$ cat config.mk
export PLATFORM = sky130hd
export DESIGN_NAME = rbf_cmd_queue
export DESIGN_NICKNAME = d
export VERILOG_FILES = /design/src/rtl/core/rbf_pkg.sv /design/src/rtl/core/rbf_cmd_queue.sv
export SDC_FILE = /design/constraint.sdc
export NUM_CORES = 1
export LEC_CHECK = 0
export BUFFER_PORTS_ARGS = -buffer_cell sky130_fd_sc_hd__buf_4
export CORE_UTILIZATION = 56
export CTS_CLUSTER_SIZE = 16
export DETAILED_ROUTE_END_ITERATION = 10
export PLACE_DENSITY = 0.86
export SLEW_MARGIN = 20
export SYNTH_ARGS = -nofsm -noshare
export SYNTH_HDL_FRONTEND = slang
export SYNTH_SLANG_ARGS = --single-unit
$ cat constraint.sdc
create_clock -name i_clk -period 15.3 [get_ports i_clk]
set_input_delay 4.59 -clock i_clk [delete_from_list [all_inputs] [get_ports i_clk]]
set_output_delay 4.59 -clock i_clk [all_outputs]
set_load 0.005 [all_outputs]
$ cat src/rtl/core/rbf_pkg.sv
// Shared types and constants for the ring byte FIFO.
package rbf_pkg;

    localparam int ACTION_W = 2;
    localparam int COUNT_W  = 4;
    localparam int DATA_W   = 64;
    localparam int LEVEL_W  = 12;
    localparam int CONT_W   = 13;
    localparam int MOD_W    = 13;

    typedef enum logic [ACTION_W-1:0] {
        OP_WRITE      = 2'd0,
        OP_READ       = 2'd1,
        OP_FLUSH      = 2'd2,
        OP_COND_RESET = 2'd3
    } t_op;

    typedef struct packed {
        logic [ACTION_W-1:0] action;
        logic [COUNT_W-1:0]  byte_count;
        logic [DATA_W-1:0]   write_data;
    } t_item;

    typedef struct packed {
        logic [COUNT_W-1:0] bytes_done;
        logic [DATA_W-1:0]  read_data;
        logic [LEVEL_W-1:0] bytes_used;
        logic [LEVEL_W-1:0] bytes_free;
        logic [CONT_W-1:0]  contiguous_read;
        logic [CONT_W-1:0]  contiguous_write;
        logic               reset_done;
    } t_result;

    typedef struct packed {
        t_op                op;
        logic [COUNT_W-1:0] count;
        logic [DATA_W-1:0]  data;
    } t_cmd;

endpackage

$ cat src/rtl/core/rbf_cmd_queue.sv
// Two-entry command queue between the front end and the execution engine.
module rbf_cmd_queue import rbf_pkg::*; (
    input  logic i_clk,
    input  logic i_rst_n,
    input  logic i_push,
    input  t_cmd i_cmd,
    input  logic i_pop,
    output logic o_full,
    output logic o_valid,
    output t_cmd o_cmd
);

    t_cmd       r_slot [2];
    logic       r_wr_ptr;
    logic       r_rd_ptr;
    logic [1:0] r_count;
    logic       n_wr_ptr;
    logic       n_rd_ptr;
    logic [1:0] n_count;
    logic       do_push;
    logic       do_pop;

    assign o_full  = (r_count == 2'd2);
    assign o_valid = (r_count != 2'd0);
    assign o_cmd   = r_slot[r_rd_ptr];
    assign do_push = i_push && !o_full;
    assign do_pop  = i_pop && o_valid;

    always_comb begin
        n_wr_ptr = do_push ? !r_wr_ptr : r_wr_ptr;
        n_rd_ptr = do_pop ? !r_rd_ptr : r_rd_ptr;
        n_count  = r_count + 2'(do_push) - 2'(do_pop);
    end

    always_ff @(posedge i_clk) begin
        if (!i_rst_n) begin
            r_wr_ptr <= 1'b0;
            r_rd_ptr <= 1'b0;
            r_count  <= 2'd0;
        end else begin
            r_wr_ptr <= n_wr_ptr;
            r_rd_ptr <= n_rd_ptr;
            r_count  <= n_count;
        end
    end

    always_ff @(posedge i_clk) begin
        if (do_push) begin
            r_slot[r_wr_ptr] <= i_cmd;
        end
    end

endmodule

# Word-level counts from Yosys, hierarchy flattened
# Memories as Yosys holds them, arrays and structs flattened. A register that Yosys moved wholly into a read port is not among the register bits.
# Index checks and enable logic that the tools add are counted.
[classes]
add_sub_neg = 2
eq_ne = 1
mux = 4
n_reduce_logical = 6
[op_table]
columns = ["op", "count"]
rows = [
  ["two-way mux 1 bit", 4],
  ["zero test 1 bit", 3],
  ["adder 2 x 1 -> 2 bit", 1],
  ["equality test 2 bit, second input constant", 1],
  ["logical AND 1 bit", 2],
  ["nonzero test 2 bit", 1],
  ["subtractor 2 x 1 -> 2 bit", 1],
]
[totals]
reg_bits = 4
ram_bits = 140
out_inout_bits = 72
word_cells = 17
mem_count = 1
[memory_table]
columns = ["memory", "depth", "width", "rd", "rd_clocked_by_memory_dff", "write_ports", "line", "text"]
rows = [
  ["r_slot", 2, 70, 1, 1, 1, "rbf_cmd_queue.sv:13", "t_cmd r_slot [2];"],
]

# Longest topological paths before layout
# Gate-level depths: netlist of run 1.
[depth]
depth_word = 5
depth_mapped = 8

# Worst setup path before layout of run 1
# Ideal clock, no wire load.
[synth_path]
kind = "input to register"
from = "input port i_push"
to = "memory r_slot[0][0] (netlist name), enable pin"
setup_time_ps = 498
t_arrival_ps = 7607
required_time_ps = 14802
setup_slack_ps = 7194
stages = 2
n_path_buf = 0
cell_sequence = "nand2_1 nor2_1"
[synth_via]
elab_chain_len = 3
[synth_lines]
columns = ["element", "line", "text"]
rows = [
  ["start: declaration", "rbf_cmd_queue.sv:5", "input logic i_push,"],
  ["logical AND 1 bit", "rbf_cmd_queue.sv:26", "assign do_push = i_push && !o_full;"],
  ["two-way mux 1 bit", "rbf_cmd_queue.sv:48", "if (do_push) begin"],
  ["two-way mux 1 bit (not written as such)", "rbf_cmd_queue.sv:49", "r_slot[r_wr_ptr] <= i_cmd;"],
  ["end: declaration", "rbf_cmd_queue.sv:13", ""],
]
# No other way between the ends.

==> results of run 1 <==
worst max-delay path by stage:
| stage | start | end | cells after the start |
|---|---|---|---|
| floorplan | i_push | r_slot[0][0]$_DFFE_PP_ | 2 |
| global placement | register | o_cmd[62] | 3 |
| detailed placement | i_push | r_slot[0][10]$_DFFE_PP_ | 4 |
| CTS | register | o_cmd[66] | 3 |
| global route | register | o_cmd[64] | 3 |
| finish | register | o_cmd[64] | 3 |
power by group:
part,leakage (nW),internal [mW],switching [mW],total (mW)
clock network,0.281,0.262,0.145,0.407
logic,1.29,0.181,0.109,0.290
registers,1.35,0.500,0.0276,0.528
metrics by stage:
stage | std cells | hold slack, ns | area, sq um | power [mW]
floorplan | 244 | 0.455 | 5640 | 0.724
global placement | 516 | 0.495 | 6780 | 0.821
detailed placement | 516 | 0.504 | 6780 | 0.830
CTS | 548 | 0.528 | 7370 | 1.24
global route | 548 | 0.562 | 7370 | 1.28
finish | 548 | 0.524 | 7370 | 1.22
logic make-up after synthesis:
| kind of cell | count (synthesis) |
|---|---|
| and+or+nand+nor | 11 |
| AOI/OAI and AO/OA | 1 |
| buffers and inverters | 11 |
| xor gates and xnor gates | 3 |
| DFF | 145 |
| adders and majority gates | 2 |
| muxes | 71 |
critical path, stage by stage, from the launching register on:
cell     delay, ns
dfxtp_4       0.69
buf_4         0.72
mux2_4        0.36
buf_4         0.14
layout by cell type (no fill, tap or decap), types with 2 or more instances in the layout:
master / instances
buf_4: 147
edfxtp_1: 140
mux2_4: 70
clkbuf_16: 16
bufinv_16: 4
dfxtp_1: 4
inv_1: 3
nor2_1: 3
clkinv_1: 3
clkbuf_1: 3
nand2b_1: 2
nand2_1: 2
xnor2_1: 2
ha_1: 2
clkinvlp_4: 2
clkinv_2: 2
cells in the mapped netlist (all sizes together):
cell type and n:
o21a 1, mux2i 1, mux2 70, inv 3, or2 1, ha 2
buf 8, nand2 2, nor2 4, edfxtp 140, dfxtp 5, xor2 1
and3 1, xnor2 2, nand2b 2, and2 1
metal layers:
layer,up-vias,GRT usage (%),share of wire (%)
met1,1311,21.7,42
met3,4,8.00,7.5
met4,0,6.92,0.60
met2,107,26.7,50
met5,-,0,0
li1,1274,-,-
registers in the layout, summed over array words and instances (netlist names), named ones only:
name	flops
r_slot	140
r_count	2
r_rd_ptr	1
r_wr_ptr	1
final cells by class:
| type | count | area, sq um |
|---|---|---|
| multi-input cells | 88 | 1190 |
| inverters | 3 | 11.3 |
| repair buffers | 147 | 1100 |
| flip-flops and latches | 145 | 4310 |
| fillers | 553 | 2410 |
| well taps | 133 | 166 |
| clock inverters | 12 | 165 |
| clock buffers | 20 | 425 |
==> flow_summary_export.csv, run 1 <==
group,metric,value,unit
finish,layout-drive-gt1-share,59.5,%
pwr,powerDensity,166,nW/um^2
sta,hold_violations,0,
worst_setup_path,timing.rr.end,"r_slot[0][7]$_DFFE_PP_",
clock_tree,cts_buffer_depth,2,
routing,dr.pass1.iters,4,
grt,antenna_found_initial,0,
yosys,synthTopCellsByArea,"edfxtp_1 75%, mux2_4 19%, buf_12 2.5%",
status,outcome,"finished, final reports clean",
worst_setup_path,start_kind,"register",
yosys,yosys.area_share.simple,0.954,%
die,initial_core_util,57.7,%
clock_tree,h-tree-depth,4,
clock_tree,clk_pin_slew,0.06,ns
grt,grt_usage,17.4,%
finish,final_util,75.4,%
routing,drt-initial-drc-count,82,
sta,setup-tns-final,0,ns
place,hpwl,5740,um
die,die-area,10500,sq um
clock_tree,clkLatencyLatePin,0.51,ns
sta,rsz0062_at_grt,"false",
routing,vias,2696,
routing,drtAntennaViolNets,0,
worst_setup_path,crit_fanout,43,
yosys,ys_warn_count,0,
routing,viasPerCell,4.92,
sta,relSlewSlack,34.7,%
clock_tree,ctsHoldBuffers,0,
grt,gr-total-overflow,0,
die,fp-row-count,36,
yosys,yosysTopAreaCell,"edfxtp_1",
routing,wl,8890,um
die,core_area,9770,sq um
sta,setup_violations,0,
place,pre_cts_slack,8.72,ns
die,ios,146,
die,die_h,102,um
worst_hold_path,hold_class,"register to register",
grt,grt_max_degree,71,
routing,remaining_drc_errors,0,
yosys,avgSynthCellArea,23.1,sq um
grt,grt_first_pass_wirelength,12800,um
sta,min_period,7.04,ns
worst_setup_path,rrSetupSlack,12.88,ns
routing,wl_per_cell,16.2,um
yosys,yosys.area.top_type_share,74.5,%
yosys,synth.cell_area,5640,sq um
finish,area_growth,30.6,%
yosys,synthAdderAreaFrac,0.444,%
finish,n_antenna_cell,0,
yosys,synth_seq_area_share,76.3,%
pwr,vdd_drop_max,0.111,mV
sta,setup_ws,8.26,ns
worst_setup_path,cp.required,10.71,ns
worst_setup_path,r2r_cells,4,
yosys,synth-seq-cells,145,
sta,worst_clock_skew,0.00752,ns
finish,layout.nets,478,
yosys,synth_compound_area_share,0.133,%
worst_hold_path,min_to,"r_rd_ptr$_SDFFE_PN0P_",
yosys,syn-num-nets,320,
die,die_w,102,um
yosys,synth_top_family_by_area,"multiplexers",
clock_tree,cts_root_buffer,"clkbuf_8",
sta,worst_slew_pin_slew,0.979,ns
yosys,synth.distinct_cells,17,
worst_setup_path,critPathArrivalTime,2.45,ns
sta,fin_crit_sh,46.0,%
clock_tree,cts_resized,0,
place,place.gp.congestion,0.653,
pwr,leakagePower,2.92,nW
clock_tree,cts_tree,"done",
worst_setup_path,cp-end-kind,"output pin",
place,io_buffer_count,145,
yosys,synth_xor_area_share,0.466,%
sta,slew_violations,0,
clock_tree,cts_sinks,145,
worst_setup_path,r2r-start,"r_count[0]$_SDFF_PN0_",
sta,fmax,142,MHz
worst_setup_path,critPathKind,"register to output pin",
clock_tree,post_cts_buffers,0,
run,cap_violations,0,
worst_hold_path,worstHoldPathCells,2,
yosys,muxShareOfSynthArea,18.8,%
clock_tree,numCtsBuffers,17,
grt,first_global_vias,2615,
worst_hold_path,hp-start,"r_rd_ptr$_SDFFE_PN0P_",
yosys,synth_cells,244,
Power figures use the tool's default switching activity.
==> run 2: changes to the inputs <==
- ABC_AREA: default -> 1
- CORE_UTILIZATION: 56 -> 47
- PLACE_DENSITY: 0.86 -> 0.77
- clock period: 15.3 -> 6 ns (I/O delays scaled with it)
==> flow_summary_export.csv, run 2 <==
group,metric,value,unit
status,outcome,"finished, violations left",
status,violations,"DRC",
worst_setup_path,path_cells,"buf_4 > mux2_4 > buf_4",
clock_tree,clk_pin_slew,0.05,ns
clock_tree,cts_sinks,145,
sta,setup_violations,0,
sta,worst_slew_pin_slew,1.03,ns
grt,first_global_vias,2921,
pwr,p_int,2.47,mW
finish,final_util,64.3,%
clock_tree,cts_resized,0,
finish,seqCellArea,4310,sq um
yosys,yosys.area.top_type_share,74.4,%
die,die_h,112,um
yosys,synthFlopType,"edfxtp_1",
clock_tree,numCtsBuffers,17,
yosys,syn-num-nets,331,
finish,final_cell_mix,"149 x buf_4, 140 x edfxtp_1, 70 x mux2_4, 17 x clkbuf_16, 9 x nand2_1",
yosys,synthTopCellsByCount,"140 x edfxtp_1, 70 x mux2_4, 9 x nand2_1",
sta,rsz0062_at_grt,"false",
clock_tree,ctsHoldBuffers,0,
yosys,synth-seq-cells,145,
place,placedCellCount,539,
pwr,p_sw,0.719,mW
die,ios,146,
pwr,powerDensity,429,nW/um^2
finish,largest_register,"r_slot",
routing,wl,9220,um
routing,dr.pass1.iters,9,
worst_setup_path,cp_top_family,"flip-flops",
clock_tree,cts_buffer_depth,2,
worst_setup_path,cp.buffers_inverters,2,
clock_tree,post_cts_buffers,0,
worst_setup_path,critPathKind,"register to output pin",
pwr,vdd_drop_max,0.233,mV
routing,wl_per_cell,16.1,um
run,cap_violations,0,
routing,vias,2756,
sta,fmax,241,MHz
routing,drt-initial-drc-count,143,
pwr,pwr-share-comb,22.4,%
place,io_buffer_count,145,
yosys,synth-edff-count,140,
finish,reg.largest.list,"r_slot: 140 flops, r_count: 2 flops",
place,hpwl,6230,um
finish,final_common_cell,"buf_4",
routing,drtAntennaViolNets,0,
sta,slew_violations,0,
clock_tree,cts_root_buffer,"clkbuf_16",
finish,multi_input_area,1170,sq um
yosys,synthTopCellsByArea,"edfxtp_1 74%, mux2_4 19%, buf_12 2.5%",
finish,largest_reg_flops,140,
finish,filler_cell_count,794,
worst_setup_path,path_common_cell,"buf_4",
die,fp-row-count,39,
sta,setup_ws,1.84,ns
die,core_area,11600,sq um
yosys,synth_seq_area_share,76.2,%
routing,viasPerCell,4.83,
place,placed_area,6810,sq um
finish,fin_area,7430,sq um
die,die_w,112,um
worst_setup_path,rrSetupSlack,3.70,ns
routing,remaining_drc_errors,10,
place,place.gp.congestion,0.680,
worst_setup_path,slowest_stage,"dfxtp_4",
clock_tree,clkLatencyLatePin,0.41,ns
worst_setup_path,slowest_delay,1.01,ns
place,pre_cts_slack,2.22,ns
finish,layout-drive-gt1-share,57.7,%
pwr,seq_power_share,43.4,%
yosys,synthArstFlopShare,0,%
yosys,avgSynthCellArea,22.2,sq um
yosys,yosysMostFrequentCell,"edfxtp_1",
sta,hold_violations,0,
finish,n_antenna_cell,0,
sta,min_period,4.16,ns
grt,grt_max_degree,56,
worst_setup_path,cp-end-kind,"output pin",
worst_setup_path,start_kind,"register",
yosys,synth_cells,255,
die,die-area,12500,sq um
yosys,ys_warn_count,0,
clock_tree,h-tree-depth,4,
pwr,leakagePower,2.97,nW
grt,gr-total-overflow,0,
yosys,synth.distinct_cells,11,
sta,worst_clock_skew,0.0135,ns
pwr,clock_power_share,34.3,%
sta,fin_crit_sh,69.3,%
pwr,power,3.19,mW
sta,relSlewSlack,31.4,%
worst_setup_path,crit_fanout,55,
grt,antenna_found_initial,0,
yosys,synth.cell_area,5650,sq um
die,initial_core_util,48.9,%
clock_tree,cts_tree,"done",
worst_setup_path,critPathArrivalTime,2.36,ns
grt,grt_first_pass_wirelength,14400,um
sta,hold_ws,0.512,ns
finish,layout.nets,491,
grt,grt_usage,15.6,%
worst_hold_path,hold_class,"register to register",
finish,final_cells,571,
worst_setup_path,cp.required,4.20,ns
finish,area_growth,31.5,%
sta,setup-tns-final,0,ns
pwr,sw_frac_of_total,22.6,%
yosys,yosysTopAreaCell,"edfxtp_1",
## run 2: final cells by class
cell class              count  area share [%]
clock buffers              19            5.82
flip-flops and latches    145            58.0
inverters                   8           0.404
multi-input cells          94            15.8
well taps                 143            2.41
repair buffers            149            15.1
clock inverters            13            2.58
## run 2: final timing paths
path	end	startpoint	depth (start not counted)
setup / recovery	o_cmd[55]	register	3
hold / removal	register	r_rd_ptr$_SDFFE_PN0P_	2
setup reg to reg	r_slot[1][34]$_DFFE_PP_	r_count[0]$_SDFF_PN0_	5
hold reg to reg	register	r_rd_ptr$_SDFFE_PN0P_	2
## run 2: logic make-up after synthesis
kind of cell	Yosys count	synth area share, %
AO/OA/AOI/OAI	2	0.177
adder cells (fa/ha/maj)	2	0.443
buffers and inverters	16	3.21
flip-flops	145	76.2
multiplexers	70	18.6
AND/OR/NAND/NOR	20	1.39
## run 2: worst min-delay path, stage by stage, from the launching register on
cell and delay [ns]:
dfxtp_1 0.33, nor2_1 0.06, nor2_1 0.09
## run 2: power by group through the flow
stage / clock network (mW) / registers (mW) / logic [mW]
6_report: 1.09 / 1.38 / 0.712
3_5_place_dp: 0 / 1.41 / 0.720
2_1_floorplan: 0 / 1.34 / 0.495
3_3_place_gp: 0 / 1.40 / 0.705
4_1_cts: 1.11 / 1.39 / 0.724
5_1_grt: 1.16 / 1.40 / 0.768
## run 2: per-layer routing
layer | routed length (um) | global-route usage [%] | part of all wire [%] | up-vias
met3 | 559 | 5.17 | 6.1 | 9
met4 | 121 | 7.03 | 1.3 | 0
met5 | 0 | 0 | 0 | -
met2 | 4900 | 27.1 | 53 | 97
li1 | - | - | - | 1305
met1 | 3640 | 17.5 | 39 | 1345
