$ cat config.mk
export PLATFORM = sky130hd
export DESIGN_NAME = rbf_size_div
export DESIGN_NICKNAME = d
export VERILOG_FILES = /design/src/rtl/core/rbf_pkg.sv /design/src/rtl/core/rbf_size_div.sv
export SDC_FILE = /design/constraint.sdc
export NUM_CORES = 1
export LEC_CHECK = 0
export ABC_AREA = 1
export BUFFER_PORTS_ARGS = -buffer_cell sky130_fd_sc_hd__buf_2
export CAP_MARGIN = 10
export CORE_ASPECT_RATIO = 1.75
export CORE_MARGIN = 10
export CORE_UTILIZATION = 55
export CTS_CLUSTER_DIAMETER = 80
export DETAILED_ROUTE_END_ITERATION = 7
export PLACE_DENSITY = 0.82
export SLEW_MARGIN = 10
export SYNTH_ARGS = -nofsm -noshare
export SYNTH_HDL_FRONTEND = slang
export SYNTH_SLANG_ARGS = --single-unit
export TNS_END_PERCENT = 100
$ cat constraint.sdc
create_clock -name i_clk -period 3.45 [get_ports i_clk]
set_input_delay 0.5175 -clock i_clk [delete_from_list [all_inputs] [get_ports i_clk]]
set_output_delay 0.5175 -clock i_clk [all_outputs]
set_load 0.02 [all_outputs]
$ cat src/rtl/core/rbf_pkg.sv
// Shared types and constants for the ring byte FIFO.
package rbf_pkg;

    localparam int ACTION_W = 2;
    localparam int COUNT_W  = 4;
    localparam int DATA_W   = 64;
    localparam int LEVEL_W  = 12;
    localparam int CONT_W   = 13;
    localparam int MOD_W    = 13;

    typedef enum logic [ACTION_W-1:0] {
        OP_WRITE      = 2'd0,
        OP_READ       = 2'd1,
        OP_FLUSH      = 2'd2,
        OP_COND_RESET = 2'd3
    } t_op;

    typedef struct packed {
        logic [ACTION_W-1:0] action;
        logic [COUNT_W-1:0]  byte_count;
        logic [DATA_W-1:0]   write_data;
    } t_item;

    typedef struct packed {
        logic [COUNT_W-1:0] bytes_done;
        logic [DATA_W-1:0]  read_data;
        logic [LEVEL_W-1:0] bytes_used;
        logic [LEVEL_W-1:0] bytes_free;
        logic [CONT_W-1:0]  contiguous_read;
        logic [CONT_W-1:0]  contiguous_write;
        logic               reset_done;
    } t_result;

    typedef struct packed {
        t_op                op;
        logic [COUNT_W-1:0] count;
        logic [DATA_W-1:0]  data;
    } t_cmd;

endpackage

$ cat src/rtl/core/rbf_size_div.sv
// Usable-size calculation: restoring division of the store depth by the frame modulus.
module rbf_size_div import rbf_pkg::*; #(
    parameter int DEPTH = 4096
) (
    input  logic                       i_clk,
    input  logic                       i_rst_n,
    input  logic                       i_start,
    input  logic [MOD_W-1:0]           i_modulus,
    output logic                       o_busy,
    output logic                       o_load,
    output logic [$clog2(DEPTH+1)-1:0] o_usable
);

    localparam int DW = $clog2(DEPTH + 1);
    localparam int BW = $clog2(DW);
    localparam logic [DW-1:0] DEPTH_V = DW'(DEPTH);

    logic             r_busy;
    logic             r_load;
    logic [BW-1:0]    r_bit;
    logic [MOD_W-1:0] r_mod;
    logic [MOD_W-1:0] r_rem;
    logic [DW-1:0]    r_usable;
    logic [MOD_W:0]   trial;
    logic [MOD_W-1:0] n_rem;
    logic [31:0]      usable_32;

    // The remainder always stays below the modulus, so the trial value never
    // needs more than one bit over the modulus width.
    always_comb begin
        trial = {r_rem, DEPTH_V[r_bit]};
        if (trial >= {1'b0, r_mod}) begin
            n_rem = MOD_W'(trial - {1'b0, r_mod});
        end else begin
            n_rem = trial[MOD_W-1:0];
        end
        usable_32 = 32'(DEPTH) - 32'(n_rem);
    end

    assign o_busy   = r_busy || r_load;
    assign o_load   = r_load;
    assign o_usable = r_usable;

    always_ff @(posedge i_clk) begin
        if (!i_rst_n) begin
            r_busy <= 1'b0;
            r_load <= 1'b0;
            r_bit  <= '0;
        end else begin
            r_load <= 1'b0;
            if (r_busy) begin
                r_bit <= r_bit - BW'(1);
                if (r_bit == '0) begin
                    r_busy <= 1'b0;
                    r_load <= 1'b1;
                end
            end else if (i_start) begin
                r_busy <= 1'b1;
                r_bit  <= BW'(DW - 1);
            end
        end
    end

    always_ff @(posedge i_clk) begin
        if (r_busy) begin
            r_rem <= n_rem;
            if (r_bit == '0) begin
                r_usable <= usable_32[DW-1:0];
            end
        end else if (i_start) begin
            r_rem <= '0;
            r_mod <= (i_modulus == '0) ? MOD_W'(1) : i_modulus;
        end
    end

endmodule

# == Word level (Yosys, flattened, before mapping) ==
# Memories as Yosys holds them, arrays and structs flattened. A register that Yosys moved wholly into a read port is not among the register bits.
# Index checks and enable logic that the tools add are counted.
# word_totals
n_memories,1
latch_bits,0
out_inout_bits,15
elab_cells,32
reg_bits,45
rom_bits,16
mem_bits_rw,0
# classes
div,0
shift,0
n_addsub,3
reduce_logical,7
bitwise,1
n_mux,12
order_cmp,2
eq_ne,0
multipliers,0
# mem_list
name,words,width,rd,rd_clocked_by_memory_dff,write_ports,line_no,rtl
(name not given),16,1,1,1,0,rbf_size_div.sv:31,"trial = {r_rem, DEPTH_V[r_bit]};"
# op_table
operator,n
$mux W13,3
$mux W4,4
$ge A14 B13 Y1,1
$logic_not A13 Y1,1
$sub A13 B13 Y13,1
$sub A13 B13 Y13 const A,1
$reduce_and A2 Y1,3
$lt A4 B5 Y1 const B,1
$mux W1,5
$logic_not A4 Y1,1
$sub A4 B1 Y4 const B,1
$reduce_bool A2 Y1,1
$logic_or A1 B1 Y1,1
$not A1 Y1,1

# == Longest topological paths before layout ==
# Gate-level depths: netlist of run 1.
# depth
ltp_word,5
ltp_mapped,17
depth_no_buf,17

# == Worst setup path before layout of run 1 ==
# OpenSTA, ideal clock, no wires.
# synth_timing
path_kind,reg-to-reg
startpoint,register r_mod[0]
endpoint,"register r_usable[8] (netlist: o_usable[8]), data pin"
path_stages_with_launch,16
period_less_slack_ns,2.430
n_path_buf,1
t_required_ns,3.194
setup_slack_ns,1.020
t_arrival_ns,2.174
cell_sequence,edfxtp_1 > ha_1 > fa_1 > inv_1 > nand2_2 > nand3_2 > nand2_4 > nand3_4 > buf_12 > nand2_4 > nand2_4 > ha_1 > inv_1 > nor2_4 > nand2_2 > xor2_1
# synth_between
elab_chain_len,3
# synth_rtl
element,line_no,rtl
start: declaration,rbf_size_div.sv:21,logic [MOD_W-1:0] r_mod;
start signal: assignment,rbf_size_div.sv:72,r_mod <= (i_modulus == '0) ? MOD_W'(1) : i_modulus;
$sub A13 B13 Y13 / $ge A14 B13 Y1 (equally long branches),"rbf_size_div.sv:33, rbf_size_div.sv:32",
$mux W13 *,rbf_size_div.sv:32,"if (trial >= {1'b0, r_mod}) begin"
$sub A13 B13 Y13 *,rbf_size_div.sv:37,usable_32 = 32'(DEPTH) - 32'(n_rem);
net usable_32[8],rbf_size_div.sv:26,logic [31:0] usable_32;
end signal: assignment,rbf_size_div.sv:68,r_usable <= usable_32[DW-1:0];
end: declaration,rbf_size_div.sv:23,logic [DW-1:0] r_usable;
# Mark *: on every way through the listed nets, which the timed path passes. The rest lies on a longest branch.
# A chain may end at the register's enable or synchronous reset.

# == Final worst setup path of run 1 ==
# layout_timing
startpoint,register r_rem[5]
endpoint,"register r_usable[12] (netlist: o_usable[12]), data pin"
# layout_between
elab_chain_len,3
# layout_rtl
element,line_no,rtl
start: declaration,rbf_size_div.sv:22,logic [MOD_W-1:0] r_rem;
start signal: assignment,rbf_size_div.sv:66,r_rem <= n_rem;
$sub A13 B13 Y13 / $ge A14 B13 Y1 (equally long branches),"rbf_size_div.sv:33, rbf_size_div.sv:32",
$mux W13 *,rbf_size_div.sv:32,
$sub A13 B13 Y13 *,rbf_size_div.sv:37,
net usable_32[12],rbf_size_div.sv:26,
# Marks and branches as above.

==> run metrics, run 1 <==
Final HPWL DP approximately 5600 um; clock skew 0.0167 ns; clock transition at the registers of the reported paths 0.09 ns; Post-synth EDFFs 39; site row count 36; sequential-to-total area share from yosys stat 41.7%; minimum clock period 2.76 ns; top-count cell post-synth nand2_1; Syn Inst Count between 300 and 400; internal power ~1100 uW; Sequential Power Share 38.2%; post-route ant nets 0; Sw Share a little over two fifths; vias per cell 5.08; Leakage 0.00169 uW; CTS tree yes; post-CTS setup buffers 0; Hold Slack 0.410 ns; count of final hold-check violations 0; clk buf depth 2; Die Span X 77.1 um; WL per Instance 13.9 um; status completed; vias roughly 2500; Initial Util about 57%; Slew @ Worst Pin 1.05 ns; Peak VDD IR 0.390 mV; Final Max Tran Viols 0; CP most frequent cell nand2_1; Max FO, Critical Path 14; clock sink total between 40 and 50; sw power between 800 and 900 uW; cts hold-fix bufs 0; initial antenna violation count 0; Max Cap Violations 0; WP data required 3.52 ns; CP Capture Type register; H-tree lvl count 2; setup TNS 0 ns; Area contributors post-synth edfxtp_1 37%, nand2_1 11%, inv_1 9.2%; delay-heaviest family, CP simple AND/OR/NAND/NOR gates; RSZ-0062 raised after global routing no; Syn Nets 423; Crit path buffers/inverters 2; Area growth, synth to finish 7.69%; GRT Total Usage 15.1%; Die Ht 120 um; WS Path Type register to register; async set or reset register ratio after synthesis 0%; clock network power share 15.9%; GRT Residual Overflow 0; antenna cells 0; CP max-delay cell edfxtp_1; pin count of the biggest net entering global routing 16; Gate power share between 40% and 50%; cell accounting for the most synthesized area edfxtp_1; Tightest Hold Check Type primary input to register; Final Setup Violations 0; clk root buf clkbuf_8; Mapped Avg Cell Area 8.04 sq um; Tcrit/Tclk final between 80 and 90%; DR pass1 iterations 5; Power per Cell Area between 500 and 600 nW/um^2; vias in the first global route 2450; Total Routed Length ~6800 um; final total power 1950 uW; io pins 31; worst path cell trace ha_1 > nand2_1 > nor2_4 > nand2_2 > inv_1 > nand2_4 > nand3_4 > nand2_1 > nand2_2 > ha_1 > inv_1 > nor2_4 > nand3_1 > nand2_1 > nand2_1; Remaining DRCs 0; CTS Buf Count 5; port bufs 30; CP Launch Type register; first-pass GRT wire length 11200 um; die footprint 9250 sq um; synth cell count leaders 91 x nand2_1, 77 x inv_1, 39 x edfxtp_1; synthesized area 3140 sq um; Clock Latency Late Sink 0.30 ns; Netlist cell types 34; Post-synth top flop edfxtp_1; Crit path arrival time approximately 2.8 ns; CP max stage delay 0.44 ns; quantity of gates resized following cts 0; synthesis-stage register bit count 46; Final Wtd Congestion approximately 0.92; initial drt markers 190; Max Freq around 0.36 GHz; Warnings, synthesis 0; Core Area 5540 sq um; top cell type's share of synthesized area 37.3%; Slew headroom 29.5%; nets 444; share of cells above drive strength 1 19.1%
==> worst paths after layout <==
check,startpoint,end,slack [ns],cells after the start
min,i_modulus[9],r_mod[9],0.41,1
max,r_rem[5],o_usable[12],0.69,15
min reg2reg,r_bit[1],r_bit[1],0.52,2
max reg2reg,r_rem[5],o_usable[12],0.69,15
==> power groups by stage <==
stage	combinational (uW)	clock, uW	sequential (uW)
5_1_grt	997	345	749
3_3_place_gp	876	0	751
2_1_floorplan	693	0	766
6_report	895	310	744
3_5_place_dp	889	0	756
4_1_cts	895	316	743
==> stage by stage <==
step | setup slack [ns] | instance area [sq um] | cells | utilization [%]
after floorplan | 1.02 | 3140 | 391 | -
after global placement | 0.783 | 3300 | 481 | 59.6
after detailed placement | 0.734 | 3300 | 481 | 59.6
after CTS | 0.704 | 3380 | 489 | 61.1
after global routing | 0.488 | 3380 | 489 | 61.1
final | 0.690 | 3380 | 489 | 61.1
==> flip-flops by register name, summed over array words and instances (netlist names) <==
signal	cells
trial	1
o_usable	13
r_busy	1
r_rem	13
r_bit	4
r_mod	13
o_load	1
==> cell usage in the layout, fill, tap and decap left out, drive strengths merged, types with 2 or more instances in the layout <==
cell type	synthesis	routed
or2	3	3
dfxtp	7	7
nand3b	2	2
xor2	8	8
nor4	3	3
nor2	46	46
nand4	20	20
a21oi	7	7
nand3	19	19
clkinv	0	2
inv	77	77
clkbuf	13	6
xnor2	3	3
o21ai	2	2
edfxtp	39	39
ha	15	15
nor3	3	3
nand2	115	115
buf	4	31
==> layer usage <==
layer | share of wire (%) | up-vias | GRT usage [%] | wire [um]
met1 | 37 | 1132 | 14.1 | 2510
met5 | 0 | - | 0 | 0
met3 | 2.6 | 17 | 2.62 | 174
met2 | 56 | 58 | 29.5 | 3810
met4 | 4.2 | 0 | 8.26 | 283
li1 | - | 1278 | - | -
==> worst reg2reg max path: cells and delay by family, from the launching register on <==
family,cells,cell delay (ns)
fa+ha+maj,2,0.62
buf+inv,2,0.17
flops,1,0.44
simple gates,11,1.31
==> cell type report <==
cell class / instances / area [sq um]
fill: 507 / 2160
multi-input combinational: 251 / 1450
sequential: 46 / 1310
inverter: 77 / 289
timing repair buffer: 31 / 158
tap: 76 / 95.1
clock buffer: 6 / 72.6
clock inverter: 2 / 10.0
==> kinds of logic (layout without fill, tap and decap cells) <==
| logic type | Yosys count | after routing | share of synthesized area (%) |
|---|---|---|---|
| and+or+nand+nor | 212 | 212 | 33.8 |
| buffers and inverters | 94 | 116 | 12.3 |
| adders and majority gates | 16 | 16 | 6.61 |
| DFF | 46 | 46 | 41.7 |
| AOI/OAI and AO/OA | 12 | 12 | 2.43 |
| xor gates and xnor gates | 11 | 11 | 3.07 |
(Power assumes the default switching activity.)
==> run 2: changes to the inputs <==
==> constraint.sdc (replaced) <==
create_clock -name i_clk -period 2.9 [get_ports i_clk]
set_input_delay 0.435 -clock i_clk [delete_from_list [all_inputs] [get_ports i_clk]]
set_output_delay 0.435 -clock i_clk [all_outputs]
set_load 0.02 [all_outputs]
==> run metrics, run 2 (synthesis gave the netlist of run 1 again) <==
status completed; Final Max Tran Viols 0; count of final hold-check violations 0; Die Ht ~120 um; Hold Slack approximately 0.33 ns; area occupied by multi-input gates ~1500 sq um; Total Routed Length 7090 um; CP Capture Type register; Die Span X 77.1 um; die footprint between 9000 and 10000 sq um; port bufs 30; Peak VDD IR slightly above 0.5 mV; H-tree lvl count 2; CTS Buf Count 5; GRT Total Usage 15.4%; initial antenna violation count 0; DR pass1 iterations 4; WS Path Type register to register; GRT Residual Overflow 0; delay-heaviest family, CP simple AND/OR/NAND/NOR gates; WP data required 2.96 ns; internal reg-to-reg setup slack between 0.15 and 0.2 ns; CP most frequent cell nand2_2; Max FO, Critical Path 13; clk buf depth 2; cts hold-fix bufs 0; Final HPWL DP 5670 um; site row count 36; Slew headroom 30.8%; io pins 31; CP max-delay cell fa_1; fill count 476; CTS tree yes; Max Freq 0.364 GHz; pin count of the biggest net entering global routing 16; final worst slack 0.155 ns; clock sink total 46; Slew @ Worst Pin 1.03 ns; CP max stage delay 0.41 ns; Initial Util 56.7%; Final Wtd Congestion approximately 0.93; final total power approximately 2400 uW; FF/Latch Area 1310 sq um; antenna cells 0; setup slack at placement between 0.1 and 0.15 ns; post-route ant nets 0; Area growth, synth to finish 10.6%; vias in the first global route roughly 2500; minimum clock period roughly 2.7 ns; Core Area 5540 sq um; WL per Instance ~14 um; clock skew 0.0148 ns; Remaining DRCs 0; Leakage 0.00174 uW; setup TNS 0 ns; Power per Cell Area around 690 nW/um^2; met3 usage 2.54%; placed cell areas 3310 sq um; Crit path buffers/inverters 2; most frequent cells in the layout 91 x nand2_1, 77 x inv_1, 39 x edfxtp_1; M2 GR Usage a little under 30%; worst path cell trace ha_1 > fa_1 > inv_1 > nand2_2 > nand3_2 > nand2_4 > nand3_4 > nand2_1 > nand2_2 > ha_1 > inv_1 > nor2_4 > nand2_2 > xor2_1; Max Cap Violations 0; share of cells above drive strength 1 21.3%; initial drt markers 164; first-pass GRT wire length 11700 um; Final Setup Violations 0; CP Launch Type register; clk root buf clkbuf_8; Clock Latency Late Sink 0.30 ns; most common cell after layout, fill and taps aside nand2_1; Crit path arrival time 2.81 ns; vias 2572; Final Cell Area 3470 sq um; GRT busiest layer met2; nets 454; clock transition at the registers of the reported paths 0.09 ns; M1 GR Usage 14.7%; vias per cell approximately 5.2; Tcrit/Tclk final 94.7%; Tightest Hold Check Type primary input to register
## run 2: changes by cell type in the layout (fill, tap and decap cells not counted), sizes merged
| cell | change |
|---|---|
| buf | +10 |
## run 2: worst reg2reg max path: stages, from the launching register on
cell	delay, ns
edfxtp_1	0.39
ha_1	0.24
fa_1	0.41
inv_1	0.13
nand2_2	0.08
nand3_2	0.09
nand2_4	0.12
nand3_4	0.17
nand2_1	0.10
nand2_2	0.13
ha_1	0.21
inv_1	0.08
nor2_4	0.15
nand2_2	0.07
xor2_1	0.14
## run 2: layer usage
metal,vias to the layer above,wire length (um),part of all wire [%]
li1,1292,-,-
met4,0,323,4.6
met2,68,3950,56
met3,23,244,3.4
met1,1189,2570,36
met5,-,0,0
## run 2: layout make-up
class                           count  area share [%]
Clock buffer                        6            2.09
Inverter                           77            8.32
Sequential cell                    46            37.7
Timing Repair Buffer               41            6.70
Multi-Input combinational cell    251            42.0
Clock inverter                      2           0.396
Tap cell                           76            2.74
## run 2: report_power, final
part	internal (uW)	switching (uW)
Sequential	842	43.8
Combinational	389	742
Clock	170	208
Total	1400	994
## run 2: timing repair
item | CTS | global route
resized for setup | 0 | 2
setup endpoints to repair | 0 | 5
setup buffers | 0 | 9
## run 2: final timing paths
| path | start | end | depth (start not counted) |
|---|---|---|---|
| max | r_mod[0] | o_usable[8] | 14 |
| min | i_modulus[6] | r_mod[6] | 1 |
| max reg2reg | r_mod[0] | o_usable[8] | 14 |
| min reg2reg | r_bit[1] | r_bit[1] | 2 |
## run 2: per-stage QoR
step / cells / util (%)
after global placement: 482 / 59.7
final: 499 / 62.7
after CTS: 490 / 61.3
after detailed placement: 482 / 59.7
after global routing: 499 / 62.7
after floorplan: 391 / -
